File: config.mk
export PLATFORM = sky130hd
export DESIGN_NAME = channel_bar_graph_scaler_top
export DESIGN_NICKNAME = d
export VERILOG_FILES = /design/src/design/cbgs_pkg.sv /design/src/design/channel_bar_graph_scaler_top.sv
export SDC_FILE = /design/constraint.sdc
export NUM_CORES = 1
export LEC_CHECK = 0
export ABC_AREA = 1
export BUFFER_PORTS_ARGS = -buffer_cell sky130_fd_sc_hd__buf_2
export CORE_MARGIN = 1
export CORE_UTILIZATION = 45
export CTS_BUF_LIST = sky130_fd_sc_hd__clkbuf_2 sky130_fd_sc_hd__clkbuf_4 sky130_fd_sc_hd__clkbuf_8
export DETAILED_ROUTE_END_ITERATION = 6
export GPL_ROUTABILITY_DRIVEN = 0
export SLEW_MARGIN = 0
export SYNTH_ARGS = -nofsm -noshare
export SYNTH_HDL_FRONTEND = slang
export SYNTH_SLANG_ARGS = --single-unit
File: constraint.sdc
create_clock -name clk -period 5.56 [get_ports clk]
set_input_delay 0.556 -clock clk [delete_from_list [all_inputs] [get_ports clk]]
set_output_delay 0.556 -clock clk [all_outputs]
set_load 0.05 [all_outputs]
File: src/design/cbgs_pkg.sv
// shared types and constants for the channel bar graph scaler
// no dependencies
`timescale 1ns / 1ps
`default_nettype none

package cbgs_pkg;

    localparam int SAMPLE_W = 12;
    localparam int RANGE_W  = 13;
    localparam int CHAN_W   = 6;
    localparam int COL_W    = 7;
    localparam int HGT_W    = 6;
    localparam int NUM_W    = SAMPLE_W + HGT_W;

    typedef enum logic [1:0] {
        OP_STORE = 2'd0,
        OP_DRAW  = 2'd1,
        OP_STEP  = 2'd2,
        OP_NONE  = 2'd3
    } op_t;

    localparam logic KIND_BAR    = 1'b0;
    localparam logic KIND_CURSOR = 1'b1;

    localparam logic [SAMPLE_W-1:0] SAMPLE_RESET  = 12'd1;
    localparam logic [RANGE_W-1:0]  MIN_RESET     = 13'd4095;
    localparam logic [RANGE_W-1:0]  MAX_RESET     = 13'd0;
    localparam int                  CURSOR_RESET  = 20;
    localparam logic [HGT_W-1:0]    CURSOR_HEIGHT = 6'd2;

    // middle column of a bar, wrapped to the display width
    function automatic logic [COL_W-1:0] column_of(input logic [CHAN_W-1:0] idx);
        logic [8:0] col;
        col = 9'd5 + 9'd3 * {3'b000, idx};
        return col[COL_W-1:0];
    endfunction

endpackage

`default_nettype wire

File: src/design/channel_bar_graph_scaler_top.sv
// channel bar graph scaler: sample memory, running range and draw sequencer
// depends on cbgs_pkg
`timescale 1ns / 1ps
`default_nettype none

// channel  direction  handshake            payload
// cmd      in         cmd_valid/cmd_ready  op, channel_index, sample_value
// bar      out        bar_valid/bar_ready  item_kind, column_x, top_row, bar_height, last
//
// store and step items complete without leaving idle; cmd_ready is high only in idle
// a draw takes per channel one memory read, one scaling step, six divider
// steps and one output load, and ends with the cursor item
// (channels that scale trivially skip the divider steps)
// a stalled bar channel holds the sequencer at its output load; the cursor item
// sits in the output register while the next cmd item is already taken
// async reset, no clearing pass: per-channel fill bits make unwritten samples read as 1

module channel_bar_graph_scaler_top #(
    parameter int NUM_CHANNELS    = 40,
    parameter int BAR_AREA_HEIGHT = 54
) (
    input  wire logic                             clk,
    input  wire logic                             rst_n,
    // command channel
    input  wire logic                             cmd_valid,
    output logic                                  cmd_ready,
    input  wire logic [1:0]                       op,
    input  wire logic [cbgs_pkg::CHAN_W-1:0]      channel_index,
    input  wire logic [cbgs_pkg::SAMPLE_W-1:0]    sample_value,
    // bar channel
    output logic                                  bar_valid,
    input  wire logic                             bar_ready,
    output logic                                  item_kind,
    output logic [cbgs_pkg::COL_W-1:0]            column_x,
    output logic [cbgs_pkg::HGT_W-1:0]            top_row,
    output logic [cbgs_pkg::HGT_W-1:0]            bar_height,
    output logic                                  last
);

    localparam int IDX_W = (NUM_CHANNELS > 1) ? $clog2(NUM_CHANNELS) : 1;
    localparam logic [IDX_W-1:0] LAST_IDX = IDX_W'(NUM_CHANNELS - 1);
    localparam logic [cbgs_pkg::HGT_W-1:0] BAR_H = cbgs_pkg::HGT_W'(BAR_AREA_HEIGHT);
    localparam logic [cbgs_pkg::CHAN_W-1:0] NUM_CH = cbgs_pkg::CHAN_W'(NUM_CHANNELS);
    localparam logic [cbgs_pkg::CHAN_W-1:0] CUR_RST = cbgs_pkg::CHAN_W'(cbgs_pkg::CURSOR_RESET);
    // the only cursor value at or above the channel count is the reset value
    localparam logic [cbgs_pkg::CHAN_W-1:0] CUR_WRAP =
        cbgs_pkg::CHAN_W'((cbgs_pkg::CURSOR_RESET + 1) % NUM_CHANNELS);
    localparam logic [2:0] DIV_LAST = 3'(cbgs_pkg::HGT_W - 1);

    typedef enum logic [2:0] {
        S_IDLE,
        S_READ,
        S_SCALE,
        S_DIV,
        S_EMIT,
        S_CURSOR
    } state_t;

    // sample memory, one synchronous read port and one write port
    logic [cbgs_pkg::SAMPLE_W-1:0] sample_mem [NUM_CHANNELS];
    logic [cbgs_pkg::SAMPLE_W-1:0] rd_data_reg;

    state_t                          state_reg;
    logic [NUM_CHANNELS-1:0]         filled_reg;
    logic [cbgs_pkg::RANGE_W-1:0]    min_reg;
    logic [cbgs_pkg::RANGE_W-1:0]    max_reg;
    logic [cbgs_pkg::CHAN_W-1:0]     cursor_reg;
    logic                            seen_reg;
    logic [IDX_W-1:0]                idx_reg;
    logic [cbgs_pkg::RANGE_W-1:0]    den_reg;
    logic [cbgs_pkg::RANGE_W-1:0]    rem_reg;
    logic [cbgs_pkg::HGT_W-1:0]      quo_reg;
    logic [2:0]                      cnt_reg;
    logic                            bar_valid_reg;
    logic                            kind_reg;
    logic [cbgs_pkg::COL_W-1:0]      col_reg;
    logic [cbgs_pkg::HGT_W-1:0]      top_reg;
    logic [cbgs_pkg::HGT_W-1:0]      hgt_reg;
    logic                            last_reg;

    logic                            cmd_take;
    cbgs_pkg::op_t                   cmd_op;
    logic                            ch_ok;
    logic                            store_we;
    logic [IDX_W-1:0]                wr_idx;
    logic [cbgs_pkg::RANGE_W-1:0]    sample_ext;
    logic [cbgs_pkg::RANGE_W-1:0]    min_next;
    logic [cbgs_pkg::RANGE_W-1:0]    max_pick;
    logic [cbgs_pkg::RANGE_W-1:0]    max_next;
    logic [cbgs_pkg::CHAN_W-1:0]     cursor_next;
    logic [cbgs_pkg::SAMPLE_W-1:0]   cur_sample;
    logic                            trivial;
    logic [cbgs_pkg::SAMPLE_W-1:0]   diff;
    logic [cbgs_pkg::NUM_W-1:0]      product;
    logic [cbgs_pkg::RANGE_W:0]      shifted;
    logic                            fits;
    logic [cbgs_pkg::HGT_W-1:0]      height;
    logic                            out_free;
    logic                            bar_load;

    assign cmd_ready  = (state_reg == S_IDLE);
    assign cmd_take   = cmd_valid && cmd_ready;
    assign cmd_op     = cbgs_pkg::op_t'(op);
    assign ch_ok      = (channel_index < NUM_CH);
    assign store_we   = cmd_take && (cmd_op == cbgs_pkg::OP_STORE) && ch_ok;
    assign wr_idx     = channel_index[IDX_W-1:0];

    // running range update for a store
    assign sample_ext = {1'b0, sample_value};
    assign min_next   = (sample_ext < min_reg) ? sample_ext : min_reg;
    assign max_pick   = (sample_ext > max_reg) ? sample_ext : max_reg;
    assign max_next   = (min_next == max_pick) ? max_pick + 1'b1 : max_pick;

    // cursor advance, wrapping at the channel count
    always_comb
    begin
        if (cursor_reg >= NUM_CH)
        begin
            cursor_next = CUR_WRAP;
        end
        else if (cursor_reg == NUM_CH - 1'b1)
        begin
            cursor_next = '0;
        end
        else
        begin
            cursor_next = cursor_reg + 1'b1;
        end
    end

    // scaling: the product is below 64 * span, so only six quotient bits remain
    assign cur_sample = filled_reg[idx_reg] ? rd_data_reg : cbgs_pkg::SAMPLE_RESET;
    assign trivial    = !seen_reg || ({1'b0, cur_sample} <= min_reg) || (max_reg <= min_reg);
    assign diff       = cur_sample - min_reg[cbgs_pkg::SAMPLE_W-1:0];
    assign product    = cbgs_pkg::NUM_W'(BAR_H) * cbgs_pkg::NUM_W'(diff);

    // one restoring divider step a cycle
    assign shifted    = {rem_reg, quo_reg[cbgs_pkg::HGT_W-1]};
    assign fits       = (shifted >= {1'b0, den_reg});

    // clamp to one pixel minimum and the bar area maximum
    always_comb
    begin
        if (quo_reg == '0)
        begin
            height = 6'd1;
        end
        else if (quo_reg > BAR_H)
        begin
            height = BAR_H;
        end
        else
        begin
            height = quo_reg;
        end
    end

    assign out_free = !bar_valid_reg || bar_ready;

    // an item is loaded whenever the output register is free in an emitting state
    assign bar_load = ((state_reg == S_EMIT) || (state_reg == S_CURSOR)) && out_free;

    // stores only happen in idle, so the read that a draw uses never meets a write
    always_ff @(posedge clk)
    begin
        if (store_we)
        begin
            sample_mem[wr_idx] <= sample_value;
        end
        rd_data_reg <= sample_mem[idx_reg];
    end

    always_ff @(posedge clk or negedge rst_n)
    begin
        if (!rst_n)
        begin
            state_reg     <= S_IDLE;
            filled_reg    <= '0;
            min_reg       <= cbgs_pkg::MIN_RESET;
            max_reg       <= cbgs_pkg::MAX_RESET;
            cursor_reg    <= CUR_RST;
            seen_reg      <= 1'b0;
            idx_reg       <= '0;
            den_reg       <= '0;
            rem_reg       <= '0;
            quo_reg       <= '0;
            cnt_reg       <= '0;
            bar_valid_reg <= 1'b0;
            kind_reg      <= cbgs_pkg::KIND_BAR;
            col_reg       <= '0;
            top_reg       <= '0;
            hgt_reg       <= '0;
            last_reg      <= 1'b0;
        end
        else
        begin
            if (bar_load)
            begin
                bar_valid_reg <= 1'b1;
            end
            else if (bar_ready)
            begin
                bar_valid_reg <= 1'b0;
            end

            case (state_reg)
                S_IDLE:
                begin
                    if (cmd_take)
                    begin
                        case (cmd_op)
                            cbgs_pkg::OP_STORE:
                            begin
                                if (ch_ok)
                                begin
                                    filled_reg[wr_idx] <= 1'b1;
                                    min_reg            <= min_next;
                                    max_reg            <= max_next;
                                    seen_reg           <= 1'b1;
                                end
                            end
                            cbgs_pkg::OP_DRAW:
                            begin
                                idx_reg   <= '0;
                                state_reg <= S_READ;
                            end
                            cbgs_pkg::OP_STEP:
                            begin
                                cursor_reg <= cursor_next;
                            end
                            default:
                            begin
                            end
                        endcase
                    end
                end

                // memory output lands in rd_data_reg at this edge
                S_READ:
                begin
                    state_reg <= S_SCALE;
                end

                S_SCALE:
                begin
                    den_reg <= max_reg - min_reg;
                    cnt_reg <= '0;
                    if (trivial)
                    begin
                        quo_reg   <= 6'd1;
                        state_reg <= S_EMIT;
                    end
                    else
                    begin
                        rem_reg   <= {1'b0, product[cbgs_pkg::NUM_W-1:cbgs_pkg::HGT_W]};
                        quo_reg   <= product[cbgs_pkg::HGT_W-1:0];
                        state_reg <= S_DIV;
                    end
                end

                S_DIV:
                begin
                    rem_reg <= fits ? cbgs_pkg::RANGE_W'(shifted - {1'b0, den_reg})
                                    : shifted[cbgs_pkg::RANGE_W-1:0];
                    quo_reg <= {quo_reg[cbgs_pkg::HGT_W-2:0], fits};
                    cnt_reg <= cnt_reg + 1'b1;
                    if (cnt_reg == DIV_LAST)
                    begin
                        state_reg <= S_EMIT;
                    end
                end

                S_EMIT:
                begin
                    if (out_free)
                    begin
                        kind_reg      <= cbgs_pkg::KIND_BAR;
                        col_reg       <= cbgs_pkg::column_of(cbgs_pkg::CHAN_W'(idx_reg));
                        top_reg       <= BAR_H - height;
                        hgt_reg       <= height;
                        last_reg      <= 1'b0;
                        if (idx_reg == LAST_IDX)
                        begin
                            state_reg <= S_CURSOR;
                        end
                        else
                        begin
                            idx_reg   <= idx_reg + 1'b1;
                            state_reg <= S_READ;
                        end
                    end
                end

                S_CURSOR:
                begin
                    if (out_free)
                    begin
                        kind_reg      <= cbgs_pkg::KIND_CURSOR;
                        col_reg       <= cbgs_pkg::column_of(cursor_reg);
                        top_reg       <= BAR_H;
                        hgt_reg       <= cbgs_pkg::CURSOR_HEIGHT;
                        last_reg      <= 1'b1;
                        state_reg     <= S_IDLE;
                    end
                end

                default:
                begin
                    state_reg <= S_IDLE;
                end
            endcase
        end
    end

    assign bar_valid  = bar_valid_reg;
    assign item_kind  = kind_reg;
    assign column_x   = col_reg;
    assign top_row    = top_reg;
    assign bar_height = hgt_reg;
    assign last       = last_reg;

endmodule

`default_nettype wire

==> metrics.md <==
| Metric | Value |
|---|---|
| H-tree levels | 3 |
| Clock Skew | 0.03665 ns |
| Hold WS | 0.1814 ns |
| Synth unique cells | 59 |
| Fill cells | 5889 |
| First-pass GRT wire length | 132000 um |
| Number of port buffers | 46 |
| Critical path start-end classification | register to register |
| Hold/Removal Path Class | input pin to register |
| Max-slew violations | 0 |
| Root Driver | clkbuf_8 |
| Largest net degree at the start of global routing | 97 |
| Crit-path most repeated cell | nand3_2 |
| P&R area growth vs syn | 16.62% |
| RSZ-0062 raised after global routing | true |
| Cells after DPL | 3960 |
| Cts bufs inserted | 104 |
| Register bit total from synthesis | 629 |
| Mean area per synthesized cell | 10.16 sq um |
| Worst Path Arrival | 6.34 ns |
| Final Hold Vio Count | 0 |
| Vias | 23482 |
| Clk pin slew, worst setup/hold paths | 0.06 ns |
| Synthesized instance count | 3016 |
| Critical Path End Type | register |
| Count of flip-flops with a built-in enable after synthesis | 480 |
| TritonCTS clock tree | done |
| Post-synthesis sequential area ratio | 0.5907 |
| Final ANT Viol Nets | 0 |
| Slew margin rel. | 0.08647 |
| Worst-margin pin slew | 1.365 ns |
| Finished Layout Cells | 4173 |
| Endpoints failing setup | 4 |
| CP startpoint kind | register |
| Fin crit share | 1.023 |
| DR vias/cell | 5.627 |
| Share of cells above drive strength 1 | 0.1813 |
| Die height | 262.9 um |
| Drt pass-1 iters | 7 |
| Die X | 262.9 um |
| WL/cell | 20.90 um |
| CP required | 6.21 ns |
| Clock network latency to the later pin of the worst-skew pair | 0.73 ns |
| CP max stage delay | 0.56 ns |
| Cell types occupying the most area after synthesis | edfxtp_1, dfrtp_1, o21ai_0 |
| Total gr overflow | 0 |
| Count leader, synth | edfxtp_1 |
| Drt drc | 0 |
| Full die area | 69140 sq um |
| Crit path time final | 5.689 ns |
| Max FO, Critical Path | 7 |
| Std cell rows | 95 |
| Maxcap violations | 0 |
| Number of global-route vias before repair | 22822 |
| Bufs on Longest Clock Path | 3 |
| Syn. warnings | 0 |
| Initial DRC Count | 2470 |
| Sink Count | 629 |
| Total GRT Usage | 0.2479 |
| Outcome | finished with violations |
| Antenna violations before repair | 13 |
| Ports | 47 |
| CP max-delay cell | dfrtp_4 |
| Syn nets | 3191 |
| Synth cell count leaders | edfxtp_1, nor2_1, o21ai_0 |
| FMAX | 175.8 MHz |
| Async SR Flop Fraction | 0.2178 |
| Starting density of the core | 0.4554 |
| Final WS setup | -0.1286 ns |
| Top cell type's share of synthesized area | 0.4704 |
| Dpl hpwl | 56470 um |
| WL final | 87200 um |
| Failing checks | setup timing |
| Final nets | 3389 |
| Fin util | 0.5312 |
| Core Area | 67280 sq um |
| Largest area contributor in the netlist | edfxtp_1 |
| Syn Std Cell Area | 30640 sq um |
| Max reg flops | 480 |
| Ys flop type | edfxtp_1 |
==> critical path: cells and delay by family (launching register included) <==
kind,cells,cell delay [ns]
compound gates,10,1.39
xor+xnor,1,0.23
fa+ha+maj,5,1.78
buf+inv,5,0.46
flops,1,0.56
simple gates,14,1.18
==> metal layers <==
metal  routed length, um  global-route usage  vias up  part of all wire
met5                  38                   0        -           0.00044
met4                2798             0.08930        8             0.032
met3                6857             0.04648      182             0.079
met2               39560              0.3871      911              0.45
met1               37940              0.3455    11414              0.44
li1                    -                   -    10967                 -
==> final timing paths <==
| check | slack (ns) | cells past startpoint | from | to |
|---|---|---|---|---|
| worst max-delay path | -0.13 | 35 | idx_reg[0]$_DFFE_PN0P_ | rem_reg[10]$_DFFE_PN0P_ |
| worst min-delay path | 0.18 | 4 | bar_ready | bar_valid$_DFFE_PN0P_ |
| worst max register to register | -0.13 | 35 | idx_reg[0]$_DFFE_PN0P_ | rem_reg[10]$_DFFE_PN0P_ |
| worst min register to register | 0.46 | 2 | filled_reg[6]$_DFFE_PN0P_ | filled_reg[6]$_DFFE_PN0P_ |
| max in group asynchronous | 3.85 | 3 | rst_n | idx_reg[0]$_DFFE_PN0P_ |
| min in group asynchronous | 0.48 | 2 | rst_n | cursor_reg[5]$_DFFE_PN0P_ |
==> kinds of logic (layout without fill, tap and decap cells) <==
family,count (synthesis),count (layout),synth area share
other,0,2,0
DFF,629,629,0.5907
and+or+nand+nor,1052,1052,0.1436
buffers and inverters,377,659,0.04794
AOI/OAI and AO/OA,754,754,0.1368
adders and majority gates,151,151,0.06583
xor gates and xnor gates,53,53,0.01515
==> cell usage in the layout (no fill, tap or decap), types with 26 or more instances in the layout <==
| cell type | count |
|---|---|
| nand2_2 | 32 |
| nand2_1 | 367 |
| o21ai_0 | 413 |
| buf_2 | 45 |
| a21oi_1 | 63 |
| inv_1 | 225 |
| edfxtp_1 | 480 |
| o22ai_1 | 134 |
| ha_1 | 109 |
| dfrtp_1 | 120 |
| nor2_1 | 444 |
| clkbuf_8 | 112 |
| buf_4 | 169 |
| clkbuf_4 | 45 |
| or2_2 | 26 |
| nand3_1 | 108 |
==> repair_timing <==
item | in CTS | in global routing
hold buffers | 1 | 0
endpoints found under the setup margin | 9 | 10
gates resized for setup | 47 | 92
endpoints found under the hold margin | 77 | 0
buffers inserted | 9 | 10
cloned | 0 | 1
pin swaps | 32 | 51
==> metrics by stage <==
stage | instance area (sq um) | setup WS, ns | TNS, ns
after global routing | 35730 | -0.4637 | -2.596
after floorplan | 30770 | 0.009499 | 0
after detailed placement | 32750 | -0.4217 | -2.279
after CTS | 35190 | -0.04415 | -0.1743
after global placement | 32750 | -0.2171 | -1.078
final | 35730 | -0.1286 | -0.4863
==> final cells by class <==
cell class / instances / area [sq um] / area share
well taps: 873 / 1092 / 0.03057
repair buffers: 225 / 1643 / 0.04597
clock buffers: 157 / 1879 / 0.05259
clock inverters: 33 / 277.8 / 0.007773
multi-input cells: 2010 / 11790 / 0.3299
flip-flops and latches: 629 / 18110 / 0.5068
repair inverters: 1 / 8.758 / 0.0002451
diodes: 2 / 5.005 / 0.0001401
inverters: 243 / 929.6 / 0.02602
Power is not shown: default switching activity piles up to over one toggle a cycle in this logic, so the estimate is an artifact.
